--- config.mk ---
export PLATFORM = sky130hd
export DESIGN_NAME = pixel_bit_pattern_scanner_top
export DESIGN_NICKNAME = d
export VERILOG_FILES = /design/src/design/pbps_pkg.sv /design/src/design/pixel_bit_pattern_scanner_top.sv /design/src/design/pbps_scan.sv /design/src/design/pbps_emit.sv
export VERILOG_INCLUDE_DIRS = /design/src /design/src/design
export SDC_FILE = /design/constraint.sdc
export NUM_CORES = 1
export LEC_CHECK = 0
export BUFFER_PORTS_ARGS = -buffer_cell sky130_fd_sc_hd__buf_2
export CAP_MARGIN = 15
export CORE_AREA = 2 2 171 173
export DETAILED_ROUTE_END_ITERATION = 16
export DIE_AREA = 0 0 173 175
export PLACE_DENSITY = 0.67
export SYNTH_ARGS = -nofsm -noshare
export SYNTH_HDL_FRONTEND = slang
export SYNTH_SLANG_ARGS = --single-unit
--- constraint.sdc ---
create_clock -name clk -period 9.5 [get_ports clk]
set_input_delay 1.9 -clock clk [delete_from_list [all_inputs] [get_ports clk]]
set_output_delay 1.9 -clock clk [all_outputs]
set_load 0.03 [all_outputs]
--- src/design/pixel_bit_pattern_scanner_top_assert.svh ---
// ---------------------------------------------------------------------------
// Assertion macros for the pixel bit pattern scanner
// Overlapping and next-cycle implication checks, compiled out for synthesis.
// ---------------------------------------------------------------------------
`ifndef PIXEL_BIT_PATTERN_SCANNER_TOP_ASSERT_SVH
`define PIXEL_BIT_PATTERN_SCANNER_TOP_ASSERT_SVH

`ifndef SYNTHESIS
`define PBPS_ASSERT_IMP(lbl, clk, rst, ante, cons) \
  lbl: assert property (@(posedge clk) disable iff (rst) (ante) |-> (cons)) \
    else $error("pbps check failed");
`define PBPS_ASSERT_NXT(lbl, clk, rst, ante, cons) \
  lbl: assert property (@(posedge clk) disable iff (rst) (ante) |=> (cons)) \
    else $error("pbps check failed");
`else
`define PBPS_ASSERT_IMP(lbl, clk, rst, ante, cons)
`define PBPS_ASSERT_NXT(lbl, clk, rst, ante, cons)
`endif

`endif

--- src/design/pbps_pkg.sv ---
// ---------------------------------------------------------------------------
// Pixel bit pattern scanner package
// Shared widths, register indexes, patterns and the scan-to-emit request.
// ---------------------------------------------------------------------------
`default_nettype none

package pbps_pkg;

  localparam int MAX_DIM   = 4096;
  localparam int COORD_W   = $clog2(MAX_DIM);
  localparam int DIM_W     = COORD_W + 1;
  localparam int CHAN_W    = 8;
  localparam int PIX_W     = 3 * CHAN_W;
  localparam int HIST_W    = 3;
  localparam int STREAM_W  = PIX_W + HIST_W;
  localparam int CFG_IDX_W = 2;

  localparam logic [CFG_IDX_W-1:0] REG_FRAME_WIDTH  = CFG_IDX_W'(0);
  localparam logic [CFG_IDX_W-1:0] REG_FRAME_HEIGHT = CFG_IDX_W'(1);

  localparam logic [HIST_W:0] PAT_RISE = 4'b0010;
  localparam logic [HIST_W:0] PAT_FALL = 4'b1101;

  typedef logic [COORD_W-1:0] coord_t;
  typedef logic [DIM_W-1:0]   dim_t;
  typedef logic [PIX_W-1:0]   pixel_t;

  typedef struct packed {
    pixel_t pix;
    coord_t x;
    coord_t y;
    pixel_t prev_pix;
    coord_t prev_x;
    coord_t prev_y;
  } hit_ctx_t;

  typedef struct packed {
    logic [PIX_W-1:0] mask;
    hit_ctx_t         ctx;
  } hit_req_t;

  // Zero acts as one, anything above the maximum acts as the maximum
  function automatic dim_t clamp_dim(input dim_t v);
    dim_t r;
    r = v;
    if (v == '0) r = DIM_W'(1);
    else if (v > DIM_W'(MAX_DIM)) r = DIM_W'(MAX_DIM);
    return r;
  endfunction

endpackage

`default_nettype wire

--- src/design/pixel_bit_pattern_scanner_top.sv ---
// A pixel's warnings wait in the emitter's pending mask, then move to the output registers.
// Throughput: one pixel per cycle while pixels raise no warning; a pixel with warnings holds
// the input until its last is sent, one warning per cycle while the output is not stalled.
// Reset: clears width and height to 1, the bit history, position counters and
// any pending warnings; configuration writes are taken in every cycle out of reset.
// ---------------------------------------------------------------------------
// Pixel bit pattern scanner top level
// Scans the pixel bit stream for 0010 and 1101 and reports suspect bits.
// ---------------------------------------------------------------------------
`default_nettype none

`include "pixel_bit_pattern_scanner_top_assert.svh"

module pixel_bit_pattern_scanner_top import pbps_pkg::*; (
  input  logic                 clk,
  input  logic                 rst,
  input  logic                 in_valid,
  output logic                 in_ready,
  input  logic [CHAN_W-1:0]    red,
  input  logic [CHAN_W-1:0]    green,
  input  logic [CHAN_W-1:0]    blue,
  input  logic                 frame_start,
  output logic                 out_valid,
  input  logic                 out_ready,
  output logic [COORD_W-1:0]   pixel_x,
  output logic [COORD_W-1:0]   pixel_y,
  output logic [CHAN_W-1:0]    warn_red,
  output logic [CHAN_W-1:0]    warn_green,
  output logic [CHAN_W-1:0]    warn_blue,
  output logic                 last_warning,
  input  logic                 cfg_valid,
  output logic                 cfg_ready,
  input  logic [CFG_IDX_W-1:0] cfg_index,
  input  logic [DIM_W-1:0]     cfg_data
);

  logic     in_accept;
  hit_req_t req;

  assign cfg_ready = !rst;
  assign in_accept = in_valid && in_ready;

  pbps_scan u_scan (
    .clk         (clk),
    .rst         (rst),
    .in_accept   (in_accept),
    .red         (red),
    .green       (green),
    .blue        (blue),
    .frame_start (frame_start),
    .cfg_write   (cfg_valid && cfg_ready),
    .cfg_index   (cfg_index),
    .cfg_data    (cfg_data),
    .req         (req)
  );

  pbps_emit u_emit (
    .clk          (clk),
    .rst          (rst),
    .take         (in_accept),
    .req_in       (req),
    .in_ready     (in_ready),
    .out_valid    (out_valid),
    .out_ready    (out_ready),
    .pixel_x      (pixel_x),
    .pixel_y      (pixel_y),
    .warn_red     (warn_red),
    .warn_green   (warn_green),
    .warn_blue    (warn_blue),
    .last_warning (last_warning)
  );

  // a taken warning that is not the last of its pixel is followed at once
  `PBPS_ASSERT_NXT(a_burst_continues, clk, rst, out_valid && out_ready && !last_warning, out_valid)
  // hold new pixels while a stalled pixel still has warnings to send
  `PBPS_ASSERT_IMP(a_hold_input, clk, rst, out_valid && !out_ready && !last_warning, !in_ready)

endmodule

`default_nettype wire

--- src/design/pbps_scan.sv ---
// ---------------------------------------------------------------------------
// Pixel bit pattern scanner: scan stage
// Holds frame geometry, bit history and position; builds the hit mask.
// ---------------------------------------------------------------------------
`default_nettype none

module pbps_scan import pbps_pkg::*; (
  input  logic                 clk,
  input  logic                 rst,
  input  logic                 in_accept,
  input  logic [CHAN_W-1:0]    red,
  input  logic [CHAN_W-1:0]    green,
  input  logic [CHAN_W-1:0]    blue,
  input  logic                 frame_start,
  input  logic                 cfg_write,
  input  logic [CFG_IDX_W-1:0] cfg_index,
  input  logic [DIM_W-1:0]     cfg_data,
  output hit_req_t             req
);

  dim_t              frame_width;
  dim_t              frame_height;
  logic [HIST_W-1:0] hist;
  logic              hist_valid;
  pixel_t            prev_pix;
  coord_t            prev_x;
  coord_t            prev_y;
  coord_t            column_count;
  coord_t            row_count;
  coord_t            column_next;
  coord_t            row_next;

  pixel_t              pix;
  logic [HIST_W-1:0]   hist_eff;
  logic                valid_eff;
  coord_t              col_eff;
  coord_t              row_eff;
  dim_t                w;
  dim_t                h;
  coord_t              cur_y;
  logic [STREAM_W-1:0] stream;
  logic [PIX_W-1:0]    mask;

  always_comb begin
    pix       = {red, green, blue};
    // drop history and position on the first pixel of a frame
    hist_eff  = frame_start ? '0 : hist;
    valid_eff = !frame_start && hist_valid;
    col_eff   = frame_start ? '0 : column_count;
    row_eff   = frame_start ? '0 : row_count;
    w         = clamp_dim(frame_width);
    h         = clamp_dim(frame_height);
    cur_y     = COORD_W'(h - DIM_W'(1) - {1'b0, row_eff});
    stream    = {hist_eff, pix};
    for (int j = 0; j < PIX_W; j++) begin
      mask[j] = (valid_eff || (j >= HIST_W)) &&
                ((stream[STREAM_W-1-j -: HIST_W+1] == PAT_RISE) ||
                 (stream[STREAM_W-1-j -: HIST_W+1] == PAT_FALL));
    end

    column_next = col_eff + COORD_W'(1);
    row_next    = row_eff;
    if (({1'b0, col_eff} + DIM_W'(1)) >= w) begin
      column_next = '0;
      if (({1'b0, row_eff} + DIM_W'(1)) >= h) row_next = '0;
      else row_next = row_eff + COORD_W'(1);
    end

    req.mask         = mask;
    req.ctx.pix      = pix;
    req.ctx.x        = col_eff;
    req.ctx.y        = cur_y;
    req.ctx.prev_pix = prev_pix;
    req.ctx.prev_x   = prev_x;
    req.ctx.prev_y   = prev_y;
  end

  always_ff @(posedge clk) begin
    if (rst) begin
      frame_width  <= DIM_W'(1);
      frame_height <= DIM_W'(1);
      hist         <= '0;
      hist_valid   <= 1'b0;
      prev_pix     <= '0;
      prev_x       <= '0;
      prev_y       <= '0;
      column_count <= '0;
      row_count    <= '0;
    end else begin
      if (cfg_write) begin
        case (cfg_index)
          REG_FRAME_WIDTH:  frame_width  <= cfg_data;
          REG_FRAME_HEIGHT: frame_height <= cfg_data;
          default: ;
        endcase
      end
      if (in_accept) begin
        hist         <= pix[HIST_W-1:0];
        hist_valid   <= 1'b1;
        prev_pix     <= pix;
        prev_x       <= col_eff;
        prev_y       <= cur_y;
        column_count <= column_next;
        row_count    <= row_next;
      end
    end
  end

endmodule

`default_nettype wire

--- src/design/pbps_emit.sv ---
// ---------------------------------------------------------------------------
// Pixel bit pattern scanner: warning emitter
// Holds one pixel's hit mask and sends its warnings in window order.
// ---------------------------------------------------------------------------
`default_nettype none

module pbps_emit import pbps_pkg::*; (
  input  logic              clk,
  input  logic              rst,
  input  logic              take,
  input  hit_req_t          req_in,
  output logic              in_ready,
  output logic              out_valid,
  input  logic              out_ready,
  output coord_t            pixel_x,
  output coord_t            pixel_y,
  output logic [CHAN_W-1:0] warn_red,
  output logic [CHAN_W-1:0] warn_green,
  output logic [CHAN_W-1:0] warn_blue,
  output logic              last_warning
);

  logic [PIX_W-1:0] pend_mask;
  hit_ctx_t         ctx;

  logic [PIX_W-1:0] lowest;
  logic [PIX_W-1:0] remaining;
  logic [PIX_W-1:0] flip;
  logic             load_out;
  coord_t           sel_x;
  coord_t           sel_y;
  pixel_t           sel_pix;

  always_comb begin
    lowest    = pend_mask & (~pend_mask + PIX_W'(1));
    remaining = pend_mask & ~lowest;
    load_out  = (pend_mask != '0) && (!out_valid || out_ready);
    // free once the last pending warning moves to the output; hold in reset
    in_ready  = !rst && ((pend_mask == '0) || (load_out && (remaining == '0)));

    flip = '0;
    for (int j = 1; j < PIX_W; j++) begin
      flip[PIX_W-j] = lowest[j];
    end

    // a hit on the first bit points at the blue LSB of the previous pixel
    if (lowest[0]) begin
      sel_x   = ctx.prev_x;
      sel_y   = ctx.prev_y;
      sel_pix = ctx.prev_pix ^ PIX_W'(1);
    end else begin
      sel_x   = ctx.x;
      sel_y   = ctx.y;
      sel_pix = ctx.pix ^ flip;
    end
  end

  always_ff @(posedge clk) begin
    if (rst) begin
      pend_mask <= '0;
      out_valid <= 1'b0;
    end else begin
      if (take) pend_mask <= req_in.mask;
      else if (load_out) pend_mask <= remaining;
      if (load_out) out_valid <= 1'b1;
      else if (out_ready) out_valid <= 1'b0;
    end
  end

  always_ff @(posedge clk) begin
    if (take) ctx <= req_in.ctx;
    if (load_out) begin
      pixel_x      <= sel_x;
      pixel_y      <= sel_y;
      warn_red     <= sel_pix[PIX_W-1 -: CHAN_W];
      warn_green   <= sel_pix[CHAN_W +: CHAN_W];
      warn_blue    <= sel_pix[CHAN_W-1:0];
      last_warning <= (remaining == '0);
    end
  end

endmodule

`default_nettype wire
Yosys cells after proc, flatten, opt, wreduce, memory -nomap -nowiden
Cells that the tools add are included.

cells by class
  equal/unequal tests = 49
  magnitude comparators = 4
  reduce and logical (&&, ||, !) cells = 48
  multiplexer cells = 17
  add/subtract/negate cells = 7
  bitwise logic cells = 6

operators by type and width
  operator               count
  $eq 4x2->1 const B     24
  $eq 4x4->1 const B     24
  $mux 12                7
  $mux 24                3
  $mux 13                4
  $and 24x24->24         2
  $logic_not 24->1       2
  $not 24->24            2
  $add 12x1->13 const B  2
  $ge 13x13->1           2
  $gt 13x13->1 const B   2
  $logic_not 13->1       2
  $logic_or 1x1->1       26
  $add 12x1->12 const B  2
  $add 24x1->24 const B  1
  $reduce_bool 24->1     1
  $xor 24x24->24         1
  $sub 12x1->12 const B  1
  $sub 12x12->12         1
  $logic_and 1x1->1      9
  $reduce_and 2->1       2
  $reduce_bool 2->1      2
  $logic_not 1->1        3
  $mux 3                 1
  other kinds (4)        5

word-level totals
  logic and storage cells = 154
  flip-flop bits (word level) = 272
  input port bits = 45
  output and inout bits = 52

Longest topological paths before layout
Gate-level depths: netlist (run 1).

  word-level depth = 11
  gate-level depth with buffers = 23
  depth with buffers taken out = 19

Hierarchy
From an unflattened synthesis (run 1), not the netlist that was laid out.

unflattened totals
  cells, all modules = 1246
  area, all modules = 12909.9 sq um

by module, submodules not included
  module                         area each (sq um)  cells each  sequential area each (sq um)  instances
  pbps_emit                      6625.1             471         4854.7                        1
  pbps_scan                      6268.5             772         1981.9                        1
  pixel_bit_pattern_scanner_top  16.3               3           0.0                           1

Least setup slack after synthesis (run 1)
No wires, ideal clock.

  kind = input to register
  start = in frame_start
  end = reg u_scan.row_count[10]
  stages on the path = 22
  slack = 3.402 ns
  data required time = 9.426 ns
  path buffers = 4
  arrival = 6.024 ns
  library setup time = 0.074 ns
  path through = clkbuf_1 clkbuf_1 clkbuf_1 nand2b_1 inv_1 ha_1 and4b_1 and4b_1 inv_1 nor3_1 and3_1 xnor2_1 nor2_1 ha_1 a21o_1 a21o_1 a221oi_1 and2_1 clkbuf_1 nand2_1 o32a_1 o21ai_0

between the ends
  word-level cells in the longest chain between the ends = 5
  elaborated cells on any way between the ends = 9
  classes of those cells = 3 x add/sub; 2 x order compare; 4 x mux

ends and longest elaborated chain
  element               RTL line                             source
  start, declared       pixel_bit_pattern_scanner_top.sv:22  input logic frame_start,
  $mux 12               pbps_scan.sv:50                      row_eff = frame_start ? '0 : row_count;
  $add 12x1->13         pbps_scan.sv:65                      if (({1'b0, row_eff} + DIM_W'(1)) >= h) row_next = '0;
  $ge 13x13->1          pbps_scan.sv:65
  $mux 12               pbps_scan.sv:65
  $mux 12 *             pbps_scan.sv:63                      if (({1'b0, col_eff} + DIM_W'(1)) >= w) begin
  end signal, assigned  pbps_scan.sv:104                     row_count <= row_next;
  end, declared         pbps_scan.sv:29                      coord_t row_count;

Every way passes the cells marked *; elsewhere a longest branch is shown, timed or not.
A chain may end at the register's enable or synchronous reset.

Worst setup path after layout (run 1)
  start = reg u_emit.pend_mask[0]
  end = out in_ready

between the ends
  word-level cells in the longest chain between the ends = 9
  elaborated cells on any way between the ends = 12
  classes of those cells = 1 x add/sub; 4 x bitwise; 7 x reduce/logical

ends and longest elaborated chain
  element                 RTL line                             source
  start, declared         pbps_emit.sv:23                      logic [PIX_W-1:0] pend_mask;
  start signal, assigned  pbps_emit.sv:63                      if (take) pend_mask <= req_in.mask;
  start signal, assigned  pbps_emit.sv:64                      else if (load_out) pend_mask <= remaining;
  $not 24->24             pbps_emit.sv:35                      lowest = pend_mask & (~pend_mask + PIX_W'(1));
  $add 24x1->24           pbps_emit.sv:35
  $and 24x24->24          pbps_emit.sv:35
  $not 24->24             pbps_emit.sv:36                      remaining = pend_mask & ~lowest;
  $and 24x24->24          pbps_emit.sv:36
  $logic_not 24->1        pbps_emit.sv:39                      in_ready = !rst && ((pend_mask == '0) || (load_out && (remaining == '0)));
  $logic_and 1x1->1       pbps_emit.sv:39
  $logic_or 1x1->1 *      pbps_emit.sv:39
  $logic_and 1x1->1 *     pbps_emit.sv:39
  end, declared           pixel_bit_pattern_scanner_top.sv:18  output logic in_ready,

Marks and branches as above.

==> results of run 1 <==
[worst max path at each step]
stage and endpoint:
2_1_floorplan u_scan.row_count[10], 3_3_place_gp u_scan.row_count[10], 3_5_place_dp u_scan.row_count[10], 4_1_cts in_ready
5_1_grt in_ready, 6_report in_ready
[flip-flops by register name, summed over array words and instances, names as in the netlist, 12 cells and up]
name	flops
u_scan.prev_x	12
u_scan.row_count	12
u_emit.pixel_x	12
u_emit.pixel_y	12
u_emit.pend_mask	24
u_scan.prev_pix	24
u_scan.frame_width	13
u_scan.frame_height	13
u_scan.prev_y	12
u_scan.column_count	12
u_emit.ctx	96
[kinds of logic after synthesis]
logic type | after synthesis
muxes | 42
and+or+nand+nor | 453
xor gates and xnor gates | 50
buffers and inverters | 102
adders and majority gates | 40
DFF | 269
AOI/OAI and AO/OA | 264
[final cells by class]
cell class / count / area [um^2]
Fill cell: 2656 / 14100
Antenna cell: 1 / 2.50
Inverter: 32 / 124
Multi-Input combinational cell: 849 / 5410
Sequential cell: 269 / 6840
Timing Repair Buffer: 105 / 548
Clock inverter: 9 / 72.6
Tap cell: 384 / 480
Clock buffer: 43 / 810
[power by group through the flow]
stage / Clock [W] / Sequential, W / Combinational [W]
after floorplan: 0 / 0.00197 / 0.000566
after global placement: 0 / 0.00174 / 0.00111
after detailed placement: 0 / 0.00175 / 0.00112
after CTS: 0.00107 / 0.00173 / 0.00113
after global routing: 0.00112 / 0.00176 / 0.00121
final: 0.00105 / 0.00172 / 0.00111
[through the flow]
stage,hold slack (ns),setup WS [ns]
5_1_grt,0.434,2.47
3_5_place_dp,0.410,3.00
4_1_cts,0.424,2.72
2_1_floorplan,0.401,3.40
6_report,0.421,2.86
3_3_place_gp,0.406,3.15
[cell usage in the layout, fill, tap and decap left out, types with 7 or more instances in the layout]
cell type,n
nor2_1,52
buf_4,9
clkbuf_16,29
nand2_1,174
clkbuf_1,10
mux2_2,25
nor3_1,15
buf_2,96
a31oi_1,13
mux2_1,10
nor4b_1,12
a41o_1,10
nor2b_1,39
mux2i_1,7
and4b_1,15
o31ai_1,8
nor4_1,9
xor2_1,26
and3_1,12
o21ai_0,100
o211ai_1,7
inv_1,27
o22ai_1,12
nand2b_1,14
o211a_1,7
a21oi_1,51
dfxtp_1,123
edfxtp_1,145
xnor2_1,24
nor3b_1,7
nand3_1,64
ha_1,39
[metal layers]
layer  vias up  global-route usage (%)
met4         0                    4.56
li1       4604                       -
met5         -                       0
met3        38                    2.76
met2       242                    29.2
met1      4402                    28.1
[worst max-delay path: cells and delay by family (launching register included)]
| family | cells | cell delay [ns] |
|---|---|---|
| buffers and inverters | 3 | 1.81 |
| and+or+nand+nor | 4 | 1.06 |
| DFF | 1 | 0.32 |
| AOI/OAI and AO/OA | 2 | 1.00 |
==> qor.csv, run 1 <==
metric;value;unit
Post-synth EDFFs;145;
Critical Path End Type;output port;
switching power summed over all nets;0.00136;W
main combinational cell family by area after synthesis;simple AND/OR/NAND/NOR gates;
die extent in x;173;um
main flop type after synthesis;edfxtp_1;
maximum number of pins on one net before global-route repair;90;
startpoint of the worst-slack reg-to-reg timing path;u_emit.pend_mask[0];
total vias in the final route;9286;
Post-Synth Simple-Gate Area;18.4;%
initial antenna violation count;1;
data required time at the worst endpoint;7.60;ns
Nets;1370;
weighted congestion reported at the end of routability-driven placement;0.849;
Worst Path Max Fanout;78;
hold buffer count at CTS;0;
residual overflow from global routing;0;
post-synthesis sequential area ratio;54.0;%
multiplexer share of the synthesized area;3.66;%
area of the mapped netlist;12700;um^2
clock power share;27.0;%
class of the most critical setup path;register to output port;
number of placed cells counting well taps;1639;
Critical Path Slowest Stage Cell;a21oi_2;
maximum capacitance violations;0;
final number of max-transition violations;0;
Core Region;28400;um^2
count of mapped cells out of synthesis;1220;
Area growth, synth to finish;12.7;%
aggregate global-route resource usage;18.9;%
leakage power;5.39;nW
Comb power frac;28.7;%
area fraction in compound gates after synthesis;13.2;%
number of buffers created by CTS;28;
via count of the first global-routing pass;8847;
setup repair after global routing missed its margin;false;
setup fix buffers added after clock tree synthesis;0;
CTS tree;yes;
top cells by count, synth;nand2_1 (174), edfxtp_1 (145), dfxtp_1 (124), o21ai_0 (100), nand3_1 (64);
wire length per cell after detailed routing;17.1;um
detailed-router iteration count before antenna repair;5;
hold endpoint;u_emit.ctx[18];
cell-internal power;0.00253;W
clock root cell;clkbuf_16;
fin crit share;69.9;%
Setup TNS;0;ns
sequential cell fraction of total power;44.4;%
clock latency of the later-clocked register in the worst-skew pair;0.54;ns
post-CTS clock slew at the launch and capture registers of the worst setup and hold paths;0.06;ns
wire length reported by the detailed router;28900;um
ANT nets after route;0;
clk sink count;269;
final instance area;14300;um^2
proportion of layout cells with a drive suffix above 1;14.6;%
leading cell type by number of instances after synthesis;nand2_1;
arrival time at the worst endpoint;4.74;ns
starting density of the core;44.6;%
maximum vdd ir drop;0.196;mV
transition time of the tightest slew-check pin;1.05;ns
setup-violating endpoint count in the final report;0;
net count after synthesis;1305;
WHS Path Cells;0;
outcome;finished clean;
total length of routed met3 wires;1630;um
depth of the worst register-to-register path;13;
Unique masters post-synth;75;
reg-to-reg critical path endpoint;u_scan.column_count[7];
reg-to-reg slack, setup;3.39;ns
die area;30300;um^2
flops & latches, synth;269;
timing-limited maximum frequency;0.151;GHz
Rel. slew slack;30.3;%
largest cells by area after synthesis;edfxtp_1 (34%), dfxtp_1 (20%), nand2_1 (5.2%);
warnings from Yosys;0;
kind of launch point of the worst setup path;register;
biggest cell delay along the critical path;0.82;ns
count of non-filler cells in the finished layout;1692;
Switching Share;35.0;%
mean post-synth cell area;10.4;um^2
1st-iter DRT viols;666;
detail-routed via count per cell;5.49;
hold path startpoint;u_scan.prev_x[6];
CTS max path bufs;3;
global-route wire length before repair;47000;um
Hold Violations, Final;0;
number of I/O pins;97;
Hold Path Class;register to register;
number of input and output port buffers inserted;96;
post-route minimum period;6.64;ns
ordered cell list for the critical path;buf_4 -> nor4_2 -> and4_1 -> nand3_1 -> o311ai_0 -> and4bb_1 -> a21oi_2 -> clkinv_2 -> buf_2;
Post-synth ARST share;0;%
Placement Cell Area;13400;um^2
DRT met1 WL;13900;um
level count of the clock H-tree;1;
dpl hpwl;18800;um
share of the synthesized netlist area taken by xor and xnor gates;3.46;%
uppermost layer routed;met4;
share of synthesized cell area in full adder, half adder and majority cells;4.01;%
Remaining DRCs;0;
cell type contributing the most total cell area after synthesis;edfxtp_1;
portion of synthesized cell area occupied by the leading cell type;34.4;%
DIE HEIGHT;175;um
Met2 Routed Length;12900;um
Row Count;62;
launching element of the worst setup path;u_emit.pend_mask[0];
power density cells;272;nW/um^2
total chip power;0.00389;W
worst clock skew;0.0117;ns
post-layout utilization of the core;50.3;%
# resized after CTS;0;
No activity file was read; power rests on OpenSTA's default activity.
==> inputs of run 2 (changes only) <==
Settings changed: PLACE_DENSITY 0.67 to 0.7.
Clock period 9.5 ns to 5.3 ns, I/O delays scaled along.
==> qor.csv, run 2 (synthesis results as in run 1) <==
metric;value;unit
Nets;1380;
setup fix buffers added after clock tree synthesis;0;
most common library cell in the layout ignoring fill and taps;nand2_1;
total vias in the final route;9412;
Critical Path End Type;register;
worst clock skew;0.0126;ns
outcome;finished clean;
DRT met1 WL;13700;um
power density cells;490;nW/um^2
leakage power;5.44;nW
via count of the first global-routing pass;8744;
total length of routed met3 wires;1910;um
wire length per cell after detailed routing;17.1;um
data required time at the worst endpoint;5.75;ns
# resized after CTS;0;
starting density of the core;44.6;%
ANT nets after route;0;
clk sink count;269;
DIE HEIGHT;175;um
detail-routed via count per cell;5.54;
wire length reported by the detailed router;29000;um
global-route wire length before repair;46500;um
Placement Cell Area;13500;um^2
level count of the clock H-tree;1;
Core Region;28400;um^2
max reg flops;96;
CTS tree;yes;
registers with the highest flip-flop counts;u_emit.ctx x96, u_emit.pend_mask x24, u_scan.prev_pix x24;
kind of launch point of the worst setup path;primary input;
Remaining DRCs;0;
Hold Path Class;register to register;
Area growth, synth to finish;13.4;%
Rel. slew slack;32.5;%
Met2 Routed Length;12900;um
clock power share;26.6;%
die extent in x;173;um
Setup TNS;0;ns
cell-internal power;0.00457;W
arrival time at the worst endpoint;4.97;ns
post-route minimum period;4.52;ns
number of input and output port buffers inserted;96;
die area;30300;um^2
Row Count;62;
uppermost layer routed;met4;
hold buffer count at CTS;0;
Switching Share;35.0;%
maximum vdd ir drop;0.310;mV
switching power summed over all nets;0.00246;W
maximum number of pins on one net before global-route repair;79;
leading cell types in the layout, fill and taps excluded;nand2_1 (174), edfxtp_1 (145), dfxtp_1 (123);
clock root cell;clkbuf_16;
Comb power frac;29.3;%
register name with the most flops;u_emit.ctx;
depth of the worst register-to-register path;18;
residual overflow from global routing;0;
number of buffers created by CTS;27;
Hold Violations, Final;0;
timing-limited maximum frequency;0.221;GHz
Worst Path Max Fanout;9;
post-CTS clock slew at the launch and capture registers of the worst setup and hold paths;0.06;ns
initial antenna violation count;0;
detailed-router iteration count before antenna repair;5;
proportion of layout cells with a drive suffix above 1;15.1;%
diode count;0;
setup repair after global routing missed its margin;false;
aggregate global-route resource usage;18.8;%
class of the most critical setup path;primary input to register;
weighted congestion reported at the end of routability-driven placement;0.849;
dpl hpwl;19200;um
number of I/O pins;97;
CTS max path bufs;3;
setup-violating endpoint count in the final report;0;
final instance area;14400;um^2
sequential cell fraction of total power;44.1;%
clock latency of the later-clocked register in the worst-skew pair;0.53;ns
fin crit share;85.3;%
WHS Path Cells;0;
1st-iter DRT viols;862;
maximum capacitance violations;0;
transition time of the tightest slew-check pin;1.01;ns
final number of max-transition violations;0;
[run 2: changes by cell type in the layout (fill, tap and decap cells not counted), sizes merged]
cell      delta
buf         +11
clkbuf       -4
clkinv       +2
clkinvlp     -2
bufinv       +1
diode        -1
[run 2: path summary, 6_finish.rpt]
check / from / end / slack, ns
min reg2reg: u_scan.prev_x[7] / u_emit.ctx[19] / 0.42
max: frame_start / u_scan.row_count[10] / 0.78
max reg2reg: u_scan.row_count[0] / u_scan.row_count[10] / 1.08
min: u_scan.prev_x[7] / u_emit.ctx[19] / 0.42
[run 2: worst max-delay path, stage by stage]
cell,delay (ns)
buf_2,0.12
nand2b_1,0.18
inv_1,0.12
ha_1,0.25
and4b_1,0.29
and4b_1,0.26
inv_1,0.07
nor3_1,0.20
and3_1,0.22
xnor2_1,0.18
nor2_1,0.08
ha_1,0.31
a21o_1,0.18
a21o_1,0.17
a221oi_1,0.33
and2_1,0.21
nand2_1,0.23
o32a_1,0.36
o21ai_0,0.13
[run 2: metrics by stage]
step	instances	total power, W	setup slack (ns)	utilization, %	hold WS [ns]
floorplan	1220	0.00455	0.0418	-	0.401
global placement	1650	0.00516	0.483	47.5	0.405
detailed placement	1650	0.00521	0.310	47.5	0.409
CTS	1699	0.00709	0.876	50.6	0.424
global route	1699	0.00738	0.514	50.6	0.437
finish	1699	0.00703	0.780	50.6	0.422
[run 2: per-layer routing]
layer | global-route usage, % | vias up
met5 | 0 | -
met4 | 4.63 | 0
met3 | 3.66 | 37
met2 | 29.2 | 274
met1 | 27.0 | 4487
li1 | - | 4614
[run 2: area by class of cell]
cell class | count | area [um^2]
Clock buffer | 39 | 771
Sequential cell | 269 | 6840
Timing Repair Buffer | 116 | 643
Inverter | 32 | 124
Clock inverter | 10 | 97.6
Tap cell | 384 | 480
Fill cell | 2559 | 14000
Multi-Input combinational cell | 849 | 5410
[run 2: power by group through the flow]
stage	clock network (W)	logic, W	registers (W)
6_report	0.00187	0.00206	0.00310
3_3_place_gp	0	0.00204	0.00312
2_1_floorplan	0	0.00102	0.00354
3_5_place_dp	0	0.00206	0.00315
5_1_grt	0.00198	0.00224	0.00315
4_1_cts	0.00191	0.00207	0.00310
==> inputs of run 3 (changes only) <==
Settings changed: CORE_AREA 2 2 171 173 to 2 2 173 175, DIE_AREA 0 0 173 175 to 0 0 175 177, PLACE_DENSITY 0.7 to 0.69, SYNTH_HIERARCHICAL from default to 1.
==> qor.csv, run 3 <==
metric;value;unit
outcome;finished clean;
kind of launch point of the worst setup path;register;
# resized after CTS;0;
net count after synthesis;1329;
arrival time at the worst endpoint;3.61;ns
detail-routed via count per cell;5.38;
post-route minimum period;4.67;ns
maximum capacitance violations;0;
worst clock skew;0.0230;ns
clock power share;35.1;%
setup fix buffers added after clock tree synthesis;0;
WHS Path Cells;0;
leading cell types in the layout, fill and taps excluded;nand2_1 (163), edfxtp_1 (145), dfxtp_1 (123);
post-CTS clock slew at the launch and capture registers of the worst setup and hold paths;0.06;ns
portion of synthesized cell area occupied by the leading cell type;33.7;%
depth of the worst register-to-register path;12;
DIE HEIGHT;177;um
starting density of the core;44.1;%
fin crit share;88.1;%
Comb power frac;18.4;%
weighted congestion reported at the end of routability-driven placement;0.893;
setup repair after global routing missed its margin;false;
final number of max-transition violations;0;
area of the mapped netlist;12900;um^2
initial antenna violation count;0;
Hold Violations, Final;0;
max reg flops;96;
most common library cell in the layout ignoring fill and taps;nand2_1;
warnings from Yosys;6;
top cells by count, synth;nand2_1 (163), edfxtp_1 (145), dfxtp_1 (124), nor2_1 (100), a21oi_1 (84);
mean post-synth cell area;10.4;um^2
ANT nets after route;0;
cell type contributing the most total cell area after synthesis;edfxtp_1;
flops & latches, synth;269;
Critical Path End Type;output port;
clk sink count;269;
maximum number of pins on one net before global-route repair;85;
number of I/O pins;97;
clock latency of the later-clocked register in the worst-skew pair;0.55;ns
power density cells;385;nW/um^2
Rel. slew slack;41.4;%
diode count;0;
main flop type after synthesis;edfxtp_1;
CTS max path bufs;3;
Row Count;63;
Area growth, synth to finish;12.5;%
dpl hpwl;18500;um
switching power summed over all nets;0.00162;W
maximum vdd ir drop;0.209;mV
wire length per cell after detailed routing;16.0;um
leakage power;5.38;nW
Remaining DRCs;0;
number of input and output port buffers inserted;96;
die area;31000;um^2
wire length reported by the detailed router;27400;um
detailed-router iteration count before antenna repair;5;
leading cell type by number of instances after synthesis;nand2_1;
Setup TNS;0;ns
Post-synth ARST share;0;%
Unique masters post-synth;81;
setup-violating endpoint count in the final report;0;
via count of the first global-routing pass;8766;
aggregate global-route resource usage;17.4;%
hold buffer count at CTS;0;
total vias in the final route;9220;
sequential cell fraction of total power;46.5;%
data required time at the worst endpoint;4.24;ns
registers with the highest flip-flop counts;u_emit/ctx x96, u_emit/pend_mask x24, u_scan/prev_pix x22;
Nets;1386;
count of mapped cells out of synthesis;1246;
die extent in x;175;um
residual overflow from global routing;0;
Worst Path Max Fanout;11;
Switching Share;29.0;%
transition time of the tightest slew-check pin;0.879;ns
Post-synth EDFFs;145;
CTS tree;yes;
class of the most critical setup path;register to output port;
timing-limited maximum frequency;0.214;GHz
number of buffers created by CTS;29;
Core Region;29200;um^2
level count of the clock H-tree;1;
largest cells by area after synthesis;edfxtp_1 (34%), dfxtp_1 (19%), nand2_1 (4.7%);
Hold Path Class;register to register;
cell-internal power;0.00397;W
clock root cell;clkbuf_16;
1st-iter DRT viols;711;
final worst hold slack;0.424;ns
register name with the most flops;u_emit/ctx;
global-route wire length before repair;44100;um
post-synthesis sequential area ratio;53.0;%
proportion of layout cells with a drive suffix above 1;15.9;%
## run 3: path summary, 6_finish.rpt
kind              slack (ns)                 from                  end
setup / recovery        0.63  u_emit/pend_mask[5]             in_ready
hold / removal          0.42     u_scan/prev_x[0]       u_emit/ctx[12]
setup reg to reg        0.95  u_emit/pend_mask[5]  u_emit/pend_mask[7]
hold reg to reg         0.42     u_scan/prev_x[0]       u_emit/ctx[12]
## run 3: per-stage QoR
step | std cells | setup slack, ns | util (%) | cell area (um^2) | power (W)
2_1_floorplan | 1246 | 0.176 | - | 12900 | 0.00338
3_3_place_gp | 1662 | 0.616 | 46.5 | 13600 | 0.00365
3_5_place_dp | 1662 | 0.459 | 46.5 | 13600 | 0.00368
4_1_cts | 1714 | 0.626 | 49.7 | 14500 | 0.00565
5_1_grt | 1714 | 0.482 | 49.7 | 14500 | 0.00584
6_report | 1714 | 0.633 | 49.7 | 14500 | 0.00559
## run 3: kinds of logic after synthesis
group | after synthesis | synth area share, %
AOI/OAI and AO/OA | 219 | 10.7
xor gates and xnor gates | 53 | 3.60
adders and majority gates | 38 | 3.74
buffers and inverters | 115 | 4.22
DFF | 269 | 53.0
muxes | 68 | 5.50
and+or+nand+nor | 484 | 19.3
## run 3: critical path, cell delays in order (launching register included)
cell and delay (ns):
dfxtp_1 0.37, or4_1 0.58, or4_4 0.55, nor3_2 0.27
nand3_1 0.14, a221o_1 0.42, o31ai_1 0.45, buf_2 0.29
## run 3: per-layer routing
| metal | global-route usage, % | up-vias | part of all wire [%] |
|---|---|---|---|
| li1 | - | 4575 | - |
| met1 | 23.1 | 4404 | 46 |
| met2 | 30.0 | 200 | 48 |
| met3 | 2.38 | 41 | 4.2 |
| met4 | 4.24 | 0 | 1.9 |
| met5 | 0 | - | 0 |
## run 3: power by group through the flow
stage / Combinational [W] / Sequential, W / Clock [W]
6_report: 0.00103 / 0.00260 / 0.00196
5_1_grt: 0.00112 / 0.00262 / 0.00210
4_1_cts: 0.00104 / 0.00260 / 0.00202
3_5_place_dp: 0.00103 / 0.00265 / 0
3_3_place_gp: 0.00102 / 0.00263 / 0
2_1_floorplan: 0.000545 / 0.00283 / 0
## run 3: cell type report
| type | count | area, um^2 |
|---|---|---|
| clock buffer | 36 | 782 |
| tap | 390 | 488 |
| sequential | 269 | 6840 |
| timing repair buffer | 108 | 611 |
| multi-input combinational | 862 | 5530 |
| clock inverter | 16 | 149 |
| inverter | 33 | 124 |
| fill | 2666 | 14700 |
